**src/edfs_pkg.sv**
```systemverilog
// ----------------------------------------------------------------------------
// edfs_pkg
// Shared constants, codes and types of the EDF task scheduler.
// ----------------------------------------------------------------------------
package edfs_pkg;

    // task setup registers
    localparam int CFG_COUNT    = 8;
    localparam int CFG_AW       = 3;
    localparam int CFG_WIDTH    = 33;
    localparam int BUDGET_LSB   = 16;
    localparam int PERIODIC_BIT = 32;

    // parameter defaults
    localparam int DEF_NUM_TASKS   = 8;
    localparam int DEF_QUEUE_DEPTH = 32;
    localparam int DEF_TICK_WIDTH  = 32;
    localparam int DEF_SPAN_WIDTH  = 16;

    // last sporadic release after reset
    localparam int SPORADIC_START = -100;

    // result field widths
    localparam int TASK_W  = 3;
    localparam int TOTAL_W = 32;
    localparam int GRANT_W = 8;
    localparam int SMALL_W = 6;
    localparam int OVF_W   = 4;

    typedef logic [1:0] outcome_t;
    localparam outcome_t OUT_IDLE = 2'd0;
    localparam outcome_t OUT_RUN  = 2'd1;
    localparam outcome_t OUT_DONE = 2'd2;
    localparam outcome_t OUT_MISS = 2'd3;

    // job store commands
    typedef struct packed {
        logic wr_entry;
        logic wr_rem;
        logic set_vld;
        logic clr_vld;
    } store_ctl_t;

    function automatic logic [TOTAL_W-1:0] sat_inc(input logic [TOTAL_W-1:0] v);
        sat_inc = (v == {TOTAL_W{1'b1}}) ? v : v + 1'b1;
    endfunction

endpackage

```
**src/edf_task_scheduler_unit.sv**
```systemverilog
// ----------------------------------------------------------------------------
// edf_task_scheduler_unit
// Earliest-deadline-first scheduler; one command is one time tick.
// ----------------------------------------------------------------------------
// Usage:
//   Configure tasks through wr_en/wr_addr/wr_data (one 33-bit setup word per
//   task: period, budget, periodic flag) while the block is idle.
//   Raise start with sporadic_grant while busy is low to run one tick.
//   The tick runs as a sequence: a release step for each task, then the
//   expiry and earliest-deadline scan of the job store (one memory read
//   issued per slot, then a drain of the last read), then a service step.
//   done pulses for one cycle after the service step; the result ports
//   hold until the next tick.
//   The next start is taken at the edge that ends the done cycle.
//   The result is offered once and must be taken in that cycle.
//   Reset clears the setup words, tick counter, phases, job valid flags and
//   totals; no clearing pass is needed.
// ----------------------------------------------------------------------------
module edf_task_scheduler_unit #(
    parameter int NUM_TASKS   = edfs_pkg::DEF_NUM_TASKS,
    parameter int QUEUE_DEPTH = edfs_pkg::DEF_QUEUE_DEPTH,
    parameter int TICK_WIDTH  = edfs_pkg::DEF_TICK_WIDTH,
    parameter int SPAN_WIDTH  = edfs_pkg::DEF_SPAN_WIDTH
) (
    input  logic                         clk,
    input  logic                         rst_n,
    input  logic                         start,
    output logic                         busy,
    output logic                         done,
    input  logic                         wr_en,
    input  logic [edfs_pkg::CFG_AW-1:0]    wr_addr,
    input  logic [edfs_pkg::CFG_WIDTH-1:0] wr_data,
    input  logic [edfs_pkg::GRANT_W-1:0] sporadic_grant,
    output logic                         served_valid,
    output logic [edfs_pkg::TASK_W-1:0]  served_task,
    output logic [1:0]                   service_outcome,
    output logic [edfs_pkg::GRANT_W-1:0] released_mask,
    output logic [edfs_pkg::SMALL_W-1:0] expired_now,
    output logic [edfs_pkg::OVF_W-1:0]   overflow_now,
    output logic [edfs_pkg::SMALL_W-1:0] jobs_pending,
    output logic [edfs_pkg::TOTAL_W-1:0] total_completed,
    output logic [edfs_pkg::TOTAL_W-1:0] total_missed,
    output logic [edfs_pkg::TOTAL_W-1:0] total_running
);
    import edfs_pkg::*;

    localparam int TW      = TICK_WIDTH;
    localparam int SW      = SPAN_WIDTH;
    localparam int SLOT_W  = $clog2(QUEUE_DEPTH);
    localparam int SCAN_W  = SLOT_W + 1;
    localparam int CNT_W   = $clog2(QUEUE_DEPTH + 1);
    localparam int CW      = (CNT_W > SMALL_W) ? CNT_W : SMALL_W;
    localparam int TIDX_W  = (NUM_TASKS > 1) ? $clog2(NUM_TASKS) : 1;
    localparam int DIFF_W  = TW + 2;

    localparam logic [1:0] ST_IDLE  = 2'd0;
    localparam logic [1:0] ST_REL   = 2'd1;
    localparam logic [1:0] ST_SCAN  = 2'd2;
    localparam logic [1:0] ST_SERVE = 2'd3;

    // control and tick state
    logic [1:0]               state_reg, state_next;
    logic [CFG_WIDTH-1:0]     setup_reg [CFG_COUNT];
    logic [CFG_WIDTH-1:0]     setup_next [CFG_COUNT];
    logic [TW-1:0]            tick_reg, tick_next;
    logic [SW-1:0]            phase_reg [NUM_TASKS];
    logic [SW-1:0]            phase_next [NUM_TASKS];
    logic signed [TW:0]       last_reg [NUM_TASKS];
    logic signed [TW:0]       last_next [NUM_TASKS];
    logic [GRANT_W-1:0]       grant_reg, grant_next;
    logic [TIDX_W-1:0]        task_reg, task_next;
    logic [SCAN_W-1:0]        scan_reg, scan_next;
    logic                     pipe_vld_reg, pipe_vld_next;
    logic [SLOT_W-1:0]        pipe_slot_reg, pipe_slot_next;

    // best candidate of the scan
    logic                     best_found_reg, best_found_next;
    logic [SLOT_W-1:0]        best_slot_reg, best_slot_next;
    logic [TW-1:0]            best_dl_reg, best_dl_next;
    logic [TASK_W-1:0]        best_task_reg, best_task_next;
    logic [SW-1:0]            best_rem_reg, best_rem_next;

    // per-tick counts
    logic [CNT_W-1:0]         live_reg, live_next;
    logic [CNT_W-1:0]         exp_reg, exp_next;
    logic [OVF_W-1:0]         ovf_reg, ovf_next;
    logic [GRANT_W-1:0]       rel_reg, rel_next;

    // totals and result words
    logic [TOTAL_W-1:0]       comp_reg, comp_next;
    logic [TOTAL_W-1:0]       miss_reg, miss_next;
    logic [TOTAL_W-1:0]       run_reg, run_next;
    logic                     done_reg, done_next;
    logic                     sv_reg, sv_next;
    logic [TASK_W-1:0]        st_reg, st_next;
    outcome_t                 oc_reg, oc_next;
    logic [GRANT_W-1:0]       rm_reg, rm_next;
    logic [SMALL_W-1:0]       en_reg, en_next;
    logic [OVF_W-1:0]         on_reg, on_next;
    logic [SMALL_W-1:0]       jp_reg, jp_next;

    // job store interface
    store_ctl_t               st_ctl;
    logic [SLOT_W-1:0]        st_wr_slot;
    logic [TW-1:0]            st_wr_dl;
    logic [SW-1:0]            st_wr_rem;
    logic [TASK_W-1:0]        st_wr_task;
    logic [TW-1:0]            rd_dl;
    logic [SW-1:0]            rd_rem;
    logic [TASK_W-1:0]        rd_task;
    logic [QUEUE_DEPTH-1:0]   job_vld;
    logic                     free_found;
    logic [SLOT_W-1:0]        free_slot;

    // release step temporaries
    logic [CFG_WIDTH-1:0]     cur_setup;
    logic [SW-1:0]            cur_period;
    logic [SW-1:0]            cur_budget;
    logic                     cur_periodic;
    logic [SW-1:0]            cur_phase;
    logic signed [DIFF_W-1:0] since_last;
    logic                     spor_ok;
    logic                     fire;
    logic [SW:0]              phase_inc;

    // scan and service temporaries
    logic                     cand_better;
    logic [SW-1:0]            rem_dec;
    logic [CNT_W-1:0]         pend_cnt;
    logic [CW-1:0]            pend_ext;
    logic [CW-1:0]            exp_ext;

    edfs_job_store #(
        .DEPTH (QUEUE_DEPTH),
        .TW    (TW),
        .SW    (SW)
    ) u_store (
        .clk         (clk),
        .rst_n       (rst_n),
        .ctl         (st_ctl),
        .wr_slot     (st_wr_slot),
        .wr_deadline (st_wr_dl),
        .wr_rem      (st_wr_rem),
        .wr_task     (st_wr_task),
        .rd_slot     (scan_reg[SLOT_W-1:0]),
        .rd_deadline (rd_dl),
        .rd_rem      (rd_rem),
        .rd_task     (rd_task),
        .valid       (job_vld),
        .free_found  (free_found),
        .free_slot   (free_slot)
    );

    // decode the task under release
    always_comb
    begin
        cur_setup    = setup_reg[CFG_AW'(task_reg)];
        cur_period   = cur_setup[SW-1:0];
        cur_budget   = cur_setup[BUDGET_LSB +: SW];
        cur_periodic = cur_setup[PERIODIC_BIT];
        cur_phase    = phase_reg[task_reg];
        since_last   = $signed({2'b00, tick_reg})
                     - $signed({last_reg[task_reg][TW], last_reg[task_reg]});
        spor_ok      = since_last >= $signed(DIFF_W'(cur_period));
        fire         = (cur_period != '0)
                     && (cur_periodic ? (cur_phase == '0)
                                      : (spor_ok && grant_reg[CFG_AW'(task_reg)]));
        phase_inc    = {1'b0, cur_phase} + 1'b1;
        cand_better  = !best_found_reg || (rd_dl < best_dl_reg)
                     || ((rd_dl == best_dl_reg) && (rd_task < best_task_reg));
        rem_dec      = (best_rem_reg == '0) ? '0 : best_rem_reg - 1'b1;
    end

    // sequencer
    always_comb
    begin
        state_next      = state_reg;
        setup_next      = setup_reg;
        tick_next       = tick_reg;
        phase_next      = phase_reg;
        last_next       = last_reg;
        grant_next      = grant_reg;
        task_next       = task_reg;
        scan_next       = scan_reg;
        pipe_vld_next   = 1'b0;
        pipe_slot_next  = pipe_slot_reg;
        best_found_next = best_found_reg;
        best_slot_next  = best_slot_reg;
        best_dl_next    = best_dl_reg;
        best_task_next  = best_task_reg;
        best_rem_next   = best_rem_reg;
        live_next       = live_reg;
        exp_next        = exp_reg;
        ovf_next        = ovf_reg;
        rel_next        = rel_reg;
        comp_next       = comp_reg;
        miss_next       = miss_reg;
        run_next        = run_reg;
        done_next       = 1'b0;
        sv_next         = sv_reg;
        st_next         = st_reg;
        oc_next         = oc_reg;
        rm_next         = rm_reg;
        en_next         = en_reg;
        on_next         = on_reg;
        jp_next         = jp_reg;
        st_ctl          = '0;
        st_wr_slot      = free_slot;
        st_wr_dl        = tick_reg + TW'(cur_period);
        st_wr_rem       = cur_budget;
        st_wr_task      = TASK_W'(task_reg);
        pend_cnt        = live_reg;
        pend_ext        = '0;
        exp_ext         = '0;

        // take setup words at any time
        if (wr_en)
        begin
            setup_next[wr_addr] = wr_data;
        end

        unique case (state_reg)
            ST_IDLE:
            begin
                if (start)
                begin
                    grant_next = sporadic_grant;
                    task_next  = '0;
                    rel_next   = '0;
                    ovf_next   = '0;
                    state_next = ST_REL;
                end
            end

            ST_REL:
            begin
                // advance phase and release one task
                if (cur_period == '0)
                begin
                    phase_next[task_reg] = '0;
                end
                else
                begin
                    phase_next[task_reg] = (phase_inc >= {1'b0, cur_period})
                                         ? '0 : phase_inc[SW-1:0];
                    if (fire)
                    begin
                        if (!cur_periodic)
                        begin
                            last_next[task_reg] = $signed({1'b0, tick_reg});
                        end
                        rel_next[CFG_AW'(task_reg)] = 1'b1;
                        if (free_found)
                        begin
                            st_ctl.wr_entry = 1'b1;
                            st_ctl.set_vld  = 1'b1;
                        end
                        else
                        begin
                            ovf_next = ovf_reg + 1'b1;
                        end
                    end
                end
                if (task_reg == TIDX_W'(NUM_TASKS - 1))
                begin
                    scan_next       = '0;
                    best_found_next = 1'b0;
                    live_next       = '0;
                    exp_next        = '0;
                    state_next      = ST_SCAN;
                end
                else
                begin
                    task_next = task_reg + 1'b1;
                end
            end

            ST_SCAN:
            begin
                // issue the next slot read
                if (scan_reg < SCAN_W'(QUEUE_DEPTH))
                begin
                    pipe_vld_next  = 1'b1;
                    pipe_slot_next = scan_reg[SLOT_W-1:0];
                    scan_next      = scan_reg + 1'b1;
                end
                // drop expired jobs, track the earliest deadline
                if (pipe_vld_reg && job_vld[pipe_slot_reg])
                begin
                    if ((rd_dl <= tick_reg) && (rd_rem != '0))
                    begin
                        st_ctl.clr_vld = 1'b1;
                        st_wr_slot     = pipe_slot_reg;
                        exp_next       = exp_reg + 1'b1;
                        miss_next      = sat_inc(miss_reg);
                    end
                    else
                    begin
                        live_next = live_reg + 1'b1;
                        if (cand_better)
                        begin
                            best_found_next = 1'b1;
                            best_slot_next  = pipe_slot_reg;
                            best_dl_next    = rd_dl;
                            best_task_next  = rd_task;
                            best_rem_next   = rd_rem;
                        end
                    end
                end
                if ((scan_reg == SCAN_W'(QUEUE_DEPTH)) && !pipe_vld_reg)
                begin
                    state_next = ST_SERVE;
                end
            end

            ST_SERVE:
            begin
                // run the earliest job one unit
                st_wr_slot = best_slot_reg;
                st_wr_rem  = rem_dec;
                if (best_found_reg)
                begin
                    sv_next = 1'b1;
                    st_next = best_task_reg;
                    if (rem_dec == '0)
                    begin
                        oc_next        = OUT_DONE;
                        st_ctl.clr_vld = 1'b1;
                        comp_next      = sat_inc(comp_reg);
                        pend_cnt       = live_reg - 1'b1;
                    end
                    else if (best_dl_reg == tick_reg)
                    begin
                        oc_next        = OUT_MISS;
                        st_ctl.clr_vld = 1'b1;
                        miss_next      = sat_inc(miss_reg);
                        pend_cnt       = live_reg - 1'b1;
                    end
                    else
                    begin
                        oc_next       = OUT_RUN;
                        st_ctl.wr_rem = 1'b1;
                        run_next      = sat_inc(run_reg);
                    end
                end
                else
                begin
                    sv_next = 1'b0;
                    st_next = '0;
                    oc_next = OUT_IDLE;
                end
                pend_ext   = CW'(pend_cnt);
                exp_ext    = CW'(exp_reg);
                jp_next    = (pend_ext > CW'(63)) ? SMALL_W'(63) : pend_ext[SMALL_W-1:0];
                en_next    = (exp_ext > CW'(63)) ? SMALL_W'(63) : exp_ext[SMALL_W-1:0];
                rm_next    = rel_reg;
                on_next    = ovf_reg;
                tick_next  = tick_reg + 1'b1;
                done_next  = 1'b1;
                state_next = ST_IDLE;
            end

            default:
            begin
                state_next = ST_IDLE;
            end
        endcase
    end

    // control registers
    always_ff @(posedge clk or negedge rst_n)
    begin
        if (!rst_n)
        begin
            state_reg    <= ST_IDLE;
            tick_reg     <= '0;
            task_reg     <= '0;
            scan_reg     <= '0;
            pipe_vld_reg <= 1'b0;
            done_reg     <= 1'b0;
            comp_reg     <= '0;
            miss_reg     <= '0;
            run_reg      <= '0;
            for (int i = 0; i < CFG_COUNT; i++)
            begin
                setup_reg[i] <= '0;
            end
            for (int i = 0; i < NUM_TASKS; i++)
            begin
                phase_reg[i] <= '0;
                last_reg[i]  <= (TW + 1)'(SPORADIC_START);
            end
        end
        else
        begin
            state_reg    <= state_next;
            tick_reg     <= tick_next;
            task_reg     <= task_next;
            scan_reg     <= scan_next;
            pipe_vld_reg <= pipe_vld_next;
            done_reg     <= done_next;
            comp_reg     <= comp_next;
            miss_reg     <= miss_next;
            run_reg      <= run_next;
            setup_reg    <= setup_next;
            phase_reg    <= phase_next;
            last_reg     <= last_next;
        end
    end

    // payload registers
    always_ff @(posedge clk)
    begin
        grant_reg      <= grant_next;
        pipe_slot_reg  <= pipe_slot_next;
        best_found_reg <= best_found_next;
        best_slot_reg  <= best_slot_next;
        best_dl_reg    <= best_dl_next;
        best_task_reg  <= best_task_next;
        best_rem_reg   <= best_rem_next;
        live_reg       <= live_next;
        exp_reg        <= exp_next;
        ovf_reg        <= ovf_next;
        rel_reg        <= rel_next;
        sv_reg         <= sv_next;
        st_reg         <= st_next;
        oc_reg         <= oc_next;
        rm_reg         <= rm_next;
        en_reg         <= en_next;
        on_reg         <= on_next;
        jp_reg         <= jp_next;
    end

    assign busy            = (state_reg != ST_IDLE);
    assign done            = done_reg;
    assign served_valid    = sv_reg;
    assign served_task     = st_reg;
    assign service_outcome = oc_reg;
    assign released_mask   = rm_reg;
    assign expired_now     = en_reg;
    assign overflow_now    = on_reg;
    assign jobs_pending    = jp_reg;
    assign total_completed = comp_reg;
    assign total_missed    = miss_reg;
    assign total_running   = run_reg;

endmodule

```
**src/edfs_job_store.sv**
```systemverilog
// ----------------------------------------------------------------------------
// edfs_job_store
// Job slots: valid flags in flops, deadline/remaining/task in a memory with
// one write and one registered read port, plus the lowest-free-slot search.
// ----------------------------------------------------------------------------
module edfs_job_store #(
    parameter int DEPTH  = edfs_pkg::DEF_QUEUE_DEPTH,
    parameter int TW     = edfs_pkg::DEF_TICK_WIDTH,
    parameter int SW     = edfs_pkg::DEF_SPAN_WIDTH,
    parameter int SLOT_W = $clog2(DEPTH)
) (
    input  logic                        clk,
    input  logic                        rst_n,
    input  edfs_pkg::store_ctl_t        ctl,
    input  logic [SLOT_W-1:0]           wr_slot,
    input  logic [TW-1:0]               wr_deadline,
    input  logic [SW-1:0]               wr_rem,
    input  logic [edfs_pkg::TASK_W-1:0] wr_task,
    input  logic [SLOT_W-1:0]           rd_slot,
    output logic [TW-1:0]               rd_deadline,
    output logic [SW-1:0]               rd_rem,
    output logic [edfs_pkg::TASK_W-1:0] rd_task,
    output logic [DEPTH-1:0]            valid,
    output logic                        free_found,
    output logic [SLOT_W-1:0]           free_slot
);
    import edfs_pkg::*;

    logic [DEPTH-1:0]  valid_reg;
    logic [TW-1:0]     dl_mem   [DEPTH];
    logic [SW-1:0]     rem_mem  [DEPTH];
    logic [TASK_W-1:0] task_mem [DEPTH];

    // set or drop the valid flag of one slot
    always_ff @(posedge clk or negedge rst_n)
    begin
        if (!rst_n)
        begin
            valid_reg <= '0;
        end
        else
        begin
            if (ctl.set_vld)
            begin
                valid_reg[wr_slot] <= 1'b1;
            end
            if (ctl.clr_vld)
            begin
                valid_reg[wr_slot] <= 1'b0;
            end
        end
    end

    // write entry fields
    always_ff @(posedge clk)
    begin
        if (ctl.wr_entry)
        begin
            dl_mem[wr_slot]   <= wr_deadline;
            rem_mem[wr_slot]  <= wr_rem;
            task_mem[wr_slot] <= wr_task;
        end
        else if (ctl.wr_rem)
        begin
            rem_mem[wr_slot] <= wr_rem;
        end
    end

    // registered read
    always_ff @(posedge clk)
    begin
        rd_deadline <= dl_mem[rd_slot];
        rd_rem      <= rem_mem[rd_slot];
        rd_task     <= task_mem[rd_slot];
    end

    // find the lowest free slot
    always_comb
    begin
        free_found = 1'b0;
        free_slot  = '0;
        for (int i = DEPTH - 1; i >= 0; i--)
        begin
            if (!valid_reg[i])
            begin
                free_found = 1'b1;
                free_slot  = SLOT_W'(i);
            end
        end
    end

    assign valid = valid_reg;

endmodule

```
**config.mk**
```make
export PLATFORM = sky130hd
export DESIGN_NAME = edf_task_scheduler_unit
export DESIGN_NICKNAME = d
export VERILOG_FILES = /design/src/edfs_pkg.sv /design/src/edf_task_scheduler_unit.sv /design/src/edfs_job_store.sv
export SDC_FILE = /design/constraint.sdc
export NUM_CORES = 2
export LEC_CHECK = 0
export BUFFER_PORTS_ARGS = -buffer_cell sky130_fd_sc_hd__clkbuf_2
export CAP_MARGIN = 20
export CORE_MARGIN = 1
export CORE_UTILIZATION = 39
export DETAILED_ROUTE_END_ITERATION = 8
export GPL_TIMING_DRIVEN = 0
export PLACE_DENSITY = 0.62
export SLEW_MARGIN = 20
export SYNTH_ARGS = -nofsm -noshare
export SYNTH_HDL_FRONTEND = slang
export SYNTH_SLANG_ARGS = --single-unit
```
**constraint.sdc**
```tcl
create_clock -name clk -period 8.6 [get_ports clk]
set_input_delay 0.43 -clock clk [delete_from_list [all_inputs] [get_ports clk]]
set_output_delay 0.43 -clock clk [all_outputs]
set_load 0.005 [all_outputs]
```
==> results.sh <==
export IMPL_final_common_cell="edfxtp_1"
export IMPL_grt_max_degree=93
export IMPL_critPathArrivalTime_ns=8.94
export IMPL_grt_ovfl_total=0
export IMPL_drc=0
export IMPL_final_antenna_net_count=0
export IMPL_setup_viol=0
export IMPL_start_kind="register"
export IMPL_crit_top_cell="buf_6"
export IMPL_final_cell_mix="edfxtp_1 (1756), dfrtp_1 (594), mux4_2 (534)"
export IMPL_rr_worst_depth=29
export IMPL_r2r_slack_ns=0.25
export IMPL_fin_nets=7535
export IMPL_syn_nets=6867
export IMPL_grt_use_total=0.2257
export IMPL_synth_top_area_cell="edfxtp_1"
export IMPL_dr_pass1_iters=6
export IMPL_power_density_nw_per_um2=313.7
export IMPL_period_needed_ns=8.352
export IMPL_max_slew_margin=0.1865
export IMPL_synthAdderAreaFrac=0.01869
export IMPL_cts_sinks=2636
export IMPL_post_drt_wl_per_cell_um=29.48
export IMPL_synthesis_yosys_warnings=0
export IMPL_syn_area_um2=113300
export IMPL_end_kind="register"
export IMPL_dieHeight_um=540.9
export IMPL_synth_top_family_by_area="multiplexers"
export IMPL_yosys_most_used_dff="edfxtp_1"
export IMPL_synth_simple_area_share=0.04457
export IMPL_hold_path_endpoint="state_reg[0]"
export IMPL_clock_skew_ns=0.05669
export IMPL_cts_path_max_buffers=4
export IMPL_avgSynthCellArea_um2=17.03
export IMPL_tightest_slew_ns=1.220
export IMPL_drive_gt1_frac=0.3302
export IMPL_hold_path_cell_count=4
export IMPL_utilization=0.4617
export IMPL_leakage_uw=0.04717
export IMPL_place_inst=10760
export IMPL_status="complete, no violations"
export IMPL_cts_tree="yes"
export IMPL_slowest_stage="clkbuf_2"
export IMPL_path_buf_inv=9
export IMPL_drt_initial_drc_count=6909
export IMPL_synth_compound_area_frac=0.05229
export IMPL_core_um2=288400
export IMPL_finalCritPeriodShare=0.9711
export IMPL_total_power_uw=41770
export IMPL_place_congestion=0.9180
export IMPL_io_buffers=171
export IMPL_synth_edff_count=1756
export IMPL_dp_hpwl_um=235300
export IMPL_r2r_end="u_store.dl_mem[24][17]"
export IMPL_regMostFlops="u_store.dl_mem"
export IMPL_numCtsBuffers=285
export IMPL_slew_violations=0
export IMPL_grt_pass1_wl_um=480400
export IMPL_synthArstFlopShare=0.3145
export IMPL_yosysTopAreaCellShare=0.4656
export IMPL_largest_register_ffs=1024
export IMPL_path_delay_family="buffers and inverters"
export IMPL_rsz0062_at_grt="no"
export IMPL_synthCells=6651
export IMPL_ios=176
export IMPL_hold_path_startpoint="start"
export IMPL_start_util=0.3927
export IMPL_floorplan_rows=197
export IMPL_clk_pin_slew_worst_paths_ns=0.06
export IMPL_synthTopCellsByArea="edfxtp_1 (47%), dfrtp_1 (13%), mux4_2 (11%)"
export IMPL_ir_drop_mv=0.1806
export IMPL_worstPathMaxFanout=28
export IMPL_largest_registers="u_store.dl_mem (1024), u_store.rem_mem (512)"
export IMPL_whs_ns=0.1452
export IMPL_yosys_register_bits=2636
export IMPL_routed_wl_um=333800
export IMPL_required_ns=9.18
export IMPL_viasPerCell=5.801
export IMPL_vias=65680
export IMPL_crit_type="reg -> reg"
export IMPL_timing_rr_start="st_wr_task[0]"
export IMPL_clk_latency_ns=0.88
export IMPL_timing_fmax_mhz=119.7
export IMPL_slowest_delay_ns=0.61
export IMPL_synth_distinct_cells=103
export IMPL_synthXorXnorAreaFrac=0.01895
export IMPL_hold_viol_final=0
export IMPL_synth_seq_area_share=0.6603
export IMPL_die_area_um2=292600
export IMPL_h_tree_depth=5
export IMPL_root_buffer="clkbuf_16"
export IMPL_hold_path_class="in -> reg"
export IMPL_syn2layout_area_growth_pct=17.56
export IMPL_muxShareOfSynthArea=0.1841
export IMPL_final_cell_count_no_fill=11320
export IMPL_grt_pass1_vias=67180
export IMPL_cap_violations=0
export IMPL_fp_dieW_um=540.9
export IMPL_antenna_found_initial=19
[kinds of logic (layout without fill, tap and decap cells)]
logic type	count (synthesis)	count (layout)
flip-flops	2636	2636
multiplexers	1250	1250
AND/OR/NAND/NOR	963	963
AO/OA/AOI/OAI	854	854
buffers and inverters	535	1418
XOR/XNOR	245	245
adder cells (fa/ha/maj)	168	168
other	0	7
[power by group]
group / internal [uW] / switching (uW) / leakage (uW)
Sequential: 16000 / 555 / 0.0268
Combinational: 4940 / 8150 / 0.0160
Clock: 7000 / 5100 / 0.00445
[metal layers]
metal / global-route usage / part of all wire / wire length (um)
met1: 0.3078 / 0.42 / 138700
met2: 0.3654 / 0.48 / 159000
met3: 0.03729 / 0.072 / 23910
met4: 0.07822 / 0.036 / 12150
met5: 0 / 0.000039 / 13
[stage by stage]
stage | worst slack (ns) | TNS (ns) | cell area, um^2
finish | 0.2483 | 0 | 133100
global route | 0.01224 | 0 | 133100
CTS | 0.01287 | 0 | 133000
detailed placement | -2.456 | -4238.45 | 123200
global placement | -12.69 | - | 118800
floorplan | 0.6631 | 0 | 113300
[worst reg2reg max path: cells and delay by family (launching register included)]
kind	cells	cell delay [ns]
AO/OA/AOI/OAI	9	2.11
XOR/XNOR	1	0.16
adder cells (fa/ha/maj)	2	0.60
buffers and inverters	9	3.02
flip-flops	1	0.46
AND/OR/NAND/NOR	8	1.71
[worst max-delay path by stage]
stage                        from                     end  slack [ns]  cells past startpoint
global route        st_wr_task[1]  u_store.dl_mem[24][16]        0.01                     29
CTS                 st_wr_task[2]   u_store.dl_mem[8][19]        0.01                     33
finish              st_wr_task[0]  u_store.dl_mem[24][17]        0.25                     29
global placement            rst_n                    done      -12.69                      1
detailed placement  st_wr_task[0]  u_store.dl_mem[11][18]       -2.46                     34
floorplan           st_wr_task[2]   u_store.dl_mem[11][0]        0.66                     34
[layout make-up]
cell class / instances / area (um^2)
multi-input combinational: 3480 / 37360
buffer: 359 / 2006
sequential: 2636 / 74800
inverter: 167 / 626.9
clock inverter: 125 / 1262
fill: 24290 / 155200
timing repair buffer: 390 / 4556
antenna: 7 / 17.52
tap: 3781 / 4731
clock buffer: 377 / 7792
[what timing repair did]
item,4_1_cts,5_1_grt
cloned,0,0
pin swaps,5,5
resized for setup,70,11
endpoints found under the setup margin,1940,1629
hold endpoints to repair,404,0
setup buffers,9,2
hold buffers,42,0
[synth_stat cells (91+ instances only)]
| master | n |
|---|---|
| nand3_1 | 104 |
| o21ai_0 | 159 |
| a21oi_1 | 189 |
| nand2_1 | 259 |
| mux4_2 | 534 |
| mux2i_1 | 91 |
| a221oi_1 | 96 |
| a22o_1 | 94 |
| ha_1 | 166 |
| nor2_1 | 177 |
| xnor2_1 | 162 |
| mux2_4 | 233 |
| inv_1 | 163 |
| clkbuf_1 | 244 |
| mux2_2 | 389 |
| dfrtp_1 | 597 |
| edfxtp_1 | 1756 |
| dfstp_2 | 232 |
Note: power is estimated with default switching activity, not from simulation.
